--- config.mk ---
export PLATFORM = sky130hd
export DESIGN_NAME = pvpg_sqrt
export DESIGN_NICKNAME = d
export VERILOG_FILES = /design/src/hdl/pvpg_pkg.sv /design/src/hdl/pvpg_sqrt.sv
export SDC_FILE = /design/constraint.sdc
export NUM_CORES = 2
export LEC_CHECK = 0
export ABC_AREA = 1
export ABC_CLOCK_PERIOD_IN_PS = 254700
export BUFFER_PORTS_ARGS = -buffer_cell sky130_fd_sc_hd__clkbuf_2
export CORE_UTILIZATION = 35
export DETAILED_ROUTE_END_ITERATION = 6
export SYNTH_ARGS = -nofsm -noshare
export SYNTH_HDL_FRONTEND = slang
export SYNTH_SLANG_ARGS = --single-unit
--- constraint.sdc ---
create_clock -name clock -period 254.7 [get_ports clock]
set_input_delay 0 -clock clock [delete_from_list [all_inputs] [get_ports clock]]
set_output_delay 0 -clock clock [all_outputs]
set_load 0.02 [all_outputs]
--- src/hdl/pvpg_pkg.sv ---
// Shared types, constants and the arctangent step table for the phyllotaxis point generator.
`default_nettype none
package pvpg_pkg;

   localparam int DEG_HALF_TURN = 180;

   // Full turn in degrees with 16 fraction bits.
   localparam logic [24:0] FULL_TURN_Q16 = 25'((2 * DEG_HALF_TURN) << 16);

   // Fold thresholds in degrees with 24 fraction bits.
   localparam logic [32:0] Z_QUARTER   = 33'(64'(DEG_HALF_TURN / 2) << 24);
   localparam logic [32:0] Z_HALF      = 33'(64'(DEG_HALF_TURN) << 24);
   localparam logic [32:0] Z_THREE_QTR = 33'(64'(DEG_HALF_TURN * 3 / 2) << 24);
   localparam logic [32:0] Z_FULL      = 33'(64'(DEG_HALF_TURN * 2) << 24);

   localparam logic [23:0] GAIN_Q24 = 24'd10188014;
   localparam logic [63:0] RAD_TO_DEG_Q24 = 64'd961263669;

   localparam int DIV_STEPS  = 41;   // quotient bits 40..0 of n*2^40/d
   localparam int ANG_STEPS  = 12;   // bits of n in the angle product
   localparam int SQRT_STEPS = 21;   // root bits of a 41-bit radicand

   // Register indexes of the configuration port.
   localparam logic [2:0] CSR_CENTER_X    = 3'd0;
   localparam logic [2:0] CSR_CENTER_Y    = 3'd1;
   localparam logic [2:0] CSR_RADIUS      = 3'd2;
   localparam logic [2:0] CSR_POINT_COUNT = 3'd3;
   localparam logic [2:0] CSR_START_POINT = 3'd4;
   localparam logic [2:0] CSR_ANGLE_DEG   = 3'd5;

   // Control that travels with an item between units.
   typedef struct packed {
      logic        vld;
      logic        ok;
      logic        flip;
      logic [32:0] z;     // signed residual angle, degrees Q24
   } side_type;

   // atan(2^-i) in degrees, 24 fraction bits.
   function automatic logic [31:0] atan_step(input int i);
      logic [31:0] v;
      unique case (i)
         0:       v = 32'd754974720;
         1:       v = 32'd445687602;
         2:       v = 32'd235489088;
         3:       v = 32'd119537938;
         4:       v = 32'd60000934;
         5:       v = 32'd30029717;
         6:       v = 32'd15018523;
         7:       v = 32'd7509720;
         8:       v = 32'd3754917;
         9:       v = 32'd1877466;
         10:      v = 32'd938734;
         default: v = 32'((RAD_TO_DEG_Q24 + (64'd1 << (i - 1))) >> i);
      endcase
      return v;
   endfunction

endpackage
`default_nettype wire

--- src/hdl/pvpg_sqrt.sv ---
// Pipelined bitwise integer square root, one result bit per stage.
`default_nettype none
module pvpg_sqrt (
   input  wire logic                clock,
   input  wire logic                reset,
   input  wire logic                en,
   input  pvpg_pkg::side_type       in_side,
   input  wire logic [40:0]         in_t,
   output pvpg_pkg::side_type       out_side,
   output logic [20:0]              out_root
);

   typedef struct packed {
      pvpg_pkg::side_type side;
      logic [41:0]        t;
      logic [41:0]        res;
   } sst_type;

   localparam int NST = pvpg_pkg::SQRT_STEPS;

   sst_type prv   [NST];
   sst_type st_in [NST];
   sst_type st_ff [NST];

   for (genvar k = 0; k < NST; k++) begin : g_st
      localparam logic [41:0] BIT = 42'(1) << (2 * (NST - 1 - k));

      if (k == 0) begin : g_src0
         assign prv[k].side = in_side;
         assign prv[k].t    = {1'b0, in_t};
         assign prv[k].res  = '0;
      end else begin : g_srcn
         assign prv[k] = st_ff[k-1];
      end

      always_comb begin
         logic [41:0] trial;
         st_in[k] = prv[k];
         trial    = prv[k].res + BIT;
         if (prv[k].t >= trial) begin
            st_in[k].t   = prv[k].t - trial;
            st_in[k].res = (prv[k].res >> 1) + BIT;
         end else begin
            st_in[k].res = prv[k].res >> 1;
         end
      end

      always_ff @(posedge clock) begin
         if (reset) begin
            st_ff[k].side.vld <= 1'b0;
         end else if (en) begin
            st_ff[k] <= st_in[k];
         end
      end
   end

   assign out_side = st_ff[NST-1].side;
   assign out_root = st_ff[NST-1].res[20:0];

endmodule
`default_nettype wire

==> summary.md <==
| Metric | Value |
|---|---|
| FP Rows | `176` |
| 1st-iter DRT viols | `3596` |
| Req. time, crit path | `255140 ps` |
| Dominant cells by area after synthesis | `edfxtp_1 (68%), nand2_1 (8.2%), inv_1 (4.3%)` |
| Gate Count Post-Synth | `7171` |
| Top_reg_cell synth | `edfxtp_1` |
| Final antenna-violating net count | `0` |
| WL per Instance | `17.2 um` |
| Setup violators final | `0` |
| Worst min-delay path startpoint | `st_ff[3][228]` |
| Count leader, synth | `edfxtp_1` |
| # fillers | `21849` |
| Reg clk slew, reported paths | `70 ps` |
| Final Hold Viols | `0` |
| Routed vias | `50679` |
| Layout area overhead | `15.3%` |
| Synth warn | `0` |
| Crit path capture type | `flop` |
| Number of remaining DRC errors | `4` |
| Static leakage | `36.1 nW` |
| I/O pin count | `137` |
| FF+latch area | `54900 um2` |
| IO buf count | `136` |
| Yosys cell types | `58` |
| CTS Sinks | `1827` |
| First-pass GRT wire length | `286000 um` |
| First-pass DRT Iterations | `7` |
| Width of the die | `484 um` |
| Postcts setup bufs | `0` |
| Slew headroom | `25.4%` |
| Net Sw Frac | `23.7%` |
| Largest net degree at the start of global routing | `178` |
| Pwr per Cell Area | `7.40 nW/um2` |
| Max H-tree Level | `4` |
| Number of antenna violations at the first check in global routing | `7` |
| Worst slew pin tran | `1120 ps` |
| Async S/R FF share, synth | `0%` |
| Max FO, Critical Path | `95` |
| Final wirelength | `186000 um` |
| Run status | `complete, but fails checks` |
| GRT Util Overall | `15.7%` |
| Layout Skew | `96.3 ps` |
| Layout cell share with drive strength beyond 1 | `7.98%` |
| Int Pwr | `529 uW` |
| Largest regs | `st_ff: 1827 flops` |
| Post-synth top area share | `67.5%` |
| Core Area | `230000 um2` |
| FF-to-FF End | `st_ff[2][191]` |
| Ant diodes | `0` |
| HPWL after DPL | `138000 um` |
| CTS Buf Count | `191` |
| Largest Register | `st_ff` |
| Max VDD drop | `6.79 uV` |
| R2R setup slack | `251250 ps` |
| Die H | `484 um` |
| Vias in the first global route | `49944` |
| Routability Congestion | `0.915` |
| Hold crit path type | `flop to flop` |
| Avg Inst Size Synth | `11.3 um2` |
| Clock Path Buffers | `3` |
| Initial Utilization | `35.3%` |
| WP data arrival | `6790 ps` |
| Cts hold-fix bufs | `157` |
| Syn Std Cell Area | `81200 um2` |
| Die area | `234000 um2` |
| Min Tclk post-route | `6350 ps` |
| CTS tree | `built` |
| Max Freq | `0.157 GHz` |
| RSZ-0062 raised after global routing | `no` |
| Worst Hold End | `st_ff[3][348]` |
| Seq/Total Area, Yosys | `67.5%` |
| Synth top cells by count | `edfxtp_1 (1827), nand2_1 (1773), inv_1 (940), nor2_1 (683), nand3_1 (349)` |
| Setup Crit Path Kind | `primary input to flop` |
| Reg power frac | `51.3%` |
| Reg2reg path depth | `11` |
| Max reg flops | `1827` |
| Fin. max-slew vios | `0` |
| Clock Root Buffer | `clkbuf_16` |
| Routed vias/inst | `4.69` |
| Clock group share of total power | `40.8%` |
| Logic gate share of total power | `8.0%` |
| Switch Pwr | `164 uW` |
| Synth Register Bits | `1827` |
| WHS | `344 ps` |
| PostCTS Resize Cnt | `0` |
| Failing checks | `DRC` |
| Total negative slack | `0 ps` |
| # nets final | `7960` |
| Synth area leader | `edfxtp_1` |
| CP Launch Type | `primary input` |
| R2r startpoint | `st_ff[2][30]` |
| Critical path launch point | `en` |
| Util after Layout | `40.6%` |
| Post-synth EDFFs | `1827` |
| Hold path depth | `0` |
| Worst-Skew Late Latency | `880 ps` |
| Area of the multi-input gates | `22400 um2` |
| Max_cap viols | `0` |
| Final period utilization | `2.49%` |
| Overflow left after global routing | `0` |
| Pwr Total | `693 uW` |
==> power by group through the flow <==
stage / clock, mW / combinational [mW] / sequential, mW
after global placement: 0 / 0.0528 / 0.361
after CTS: 0.291 / 0.0552 / 0.355
after floorplan: 0 / 0.0383 / 0.395
final: 0.283 / 0.0552 / 0.355
after global routing: 0.302 / 0.0621 / 0.356
after detailed placement: 0 / 0.0531 / 0.362
==> critical path: stages <==
cell and delay, ps:
dlygate4sd3_1 520, clkbuf_2 110, inv_1 60, nor2_4 80, buf_4 640, buf_4 660, buf_4 940, buf_4 910
buf_4 870, buf_4 710, buf_4 940
==> area by class of cell <==
class,instances,share of cell area (%)
tap,3026,4.04
clock inverter,120,1.70
multi-input combinational,4340,24.0
sequential,1827,58.6
timing repair buffer,318,2.63
clock buffer,225,5.24
inverter,954,3.83
==> stage by stage <==
| stage | area, um2 | instances | worst slack [ps] |
|---|---|---|---|
| floorplan | 81200 | 7172 | 172840 |
| global placement | 85500 | 10308 | 247700 |
| detailed placement | 85500 | 10308 | 247370 |
| CTS | 93600 | 10810 | 248220 |
| global route | 93600 | 10810 | 247680 |
| finish | 93600 | 10810 | 248350 |
==> cell usage in the layout, fill, tap and decap left out, drive strengths merged, types with 3 or more instances in the layout <==
| cell type | instances |
|---|---|
| a21oi | 319 |
| nand3b | 37 |
| clkinvlp | 11 |
| a211oi | 8 |
| nor4 | 68 |
| nand4 | 125 |
| buf | 25 |
| o21a | 8 |
| xor2 | 103 |
| clkbuf | 361 |
| o21ai | 253 |
| a21boi | 8 |
| ha | 248 |
| nor2 | 711 |
| xnor2 | 122 |
| bufinv | 23 |
| nor3b | 3 |
| a21o | 11 |
| edfxtp | 1827 |
| nor3 | 97 |
| nand3 | 356 |
| o211ai | 7 |
| o21bai | 13 |
| and3 | 5 |
| and2 | 3 |
| nand2 | 1807 |
| dlygate4sd3 | 157 |
| or2 | 15 |
| clkinv | 78 |
| inv | 962 |
==> worst max path at each step <==
stage	depth (start not counted)	slack, ps	endpoint
2_1_floorplan	5	172840	st_ff[0][119]
3_3_place_gp	10	247700	st_ff[4][324]
3_5_place_dp	10	247370	st_ff[4][324]
4_1_cts	11	248220	st_ff[2][325]
5_1_grt	11	247680	st_ff[2][325]
6_report	11	248350	st_ff[2][325]
==> cell families (layout without fill, tap and decap cells) <==
kind of cell,count (synthesis),count (layout),share of synthesized area (%)
buf+inv,1005,1617,4.88
other cells,1,2,0.00462
xor+xnor,225,225,2.43
flops,1827,1827,67.5
compound gates,633,633,4.47
fa+ha+maj,248,248,3.82
simple gates,3232,3232,16.9
==> per-layer routing <==
layer,global-route usage [%],share of wire [%],vias up,wire (um)
met5,0,0,-,0
met4,5.41,3.1,0,5670
met3,2.24,4.1,306,7610
met2,26.1,47,1040,87300
met1,20.8,46,23909,84900
li1,-,-,25424,-
Note: power is estimated with default switching activity, not from simulation.
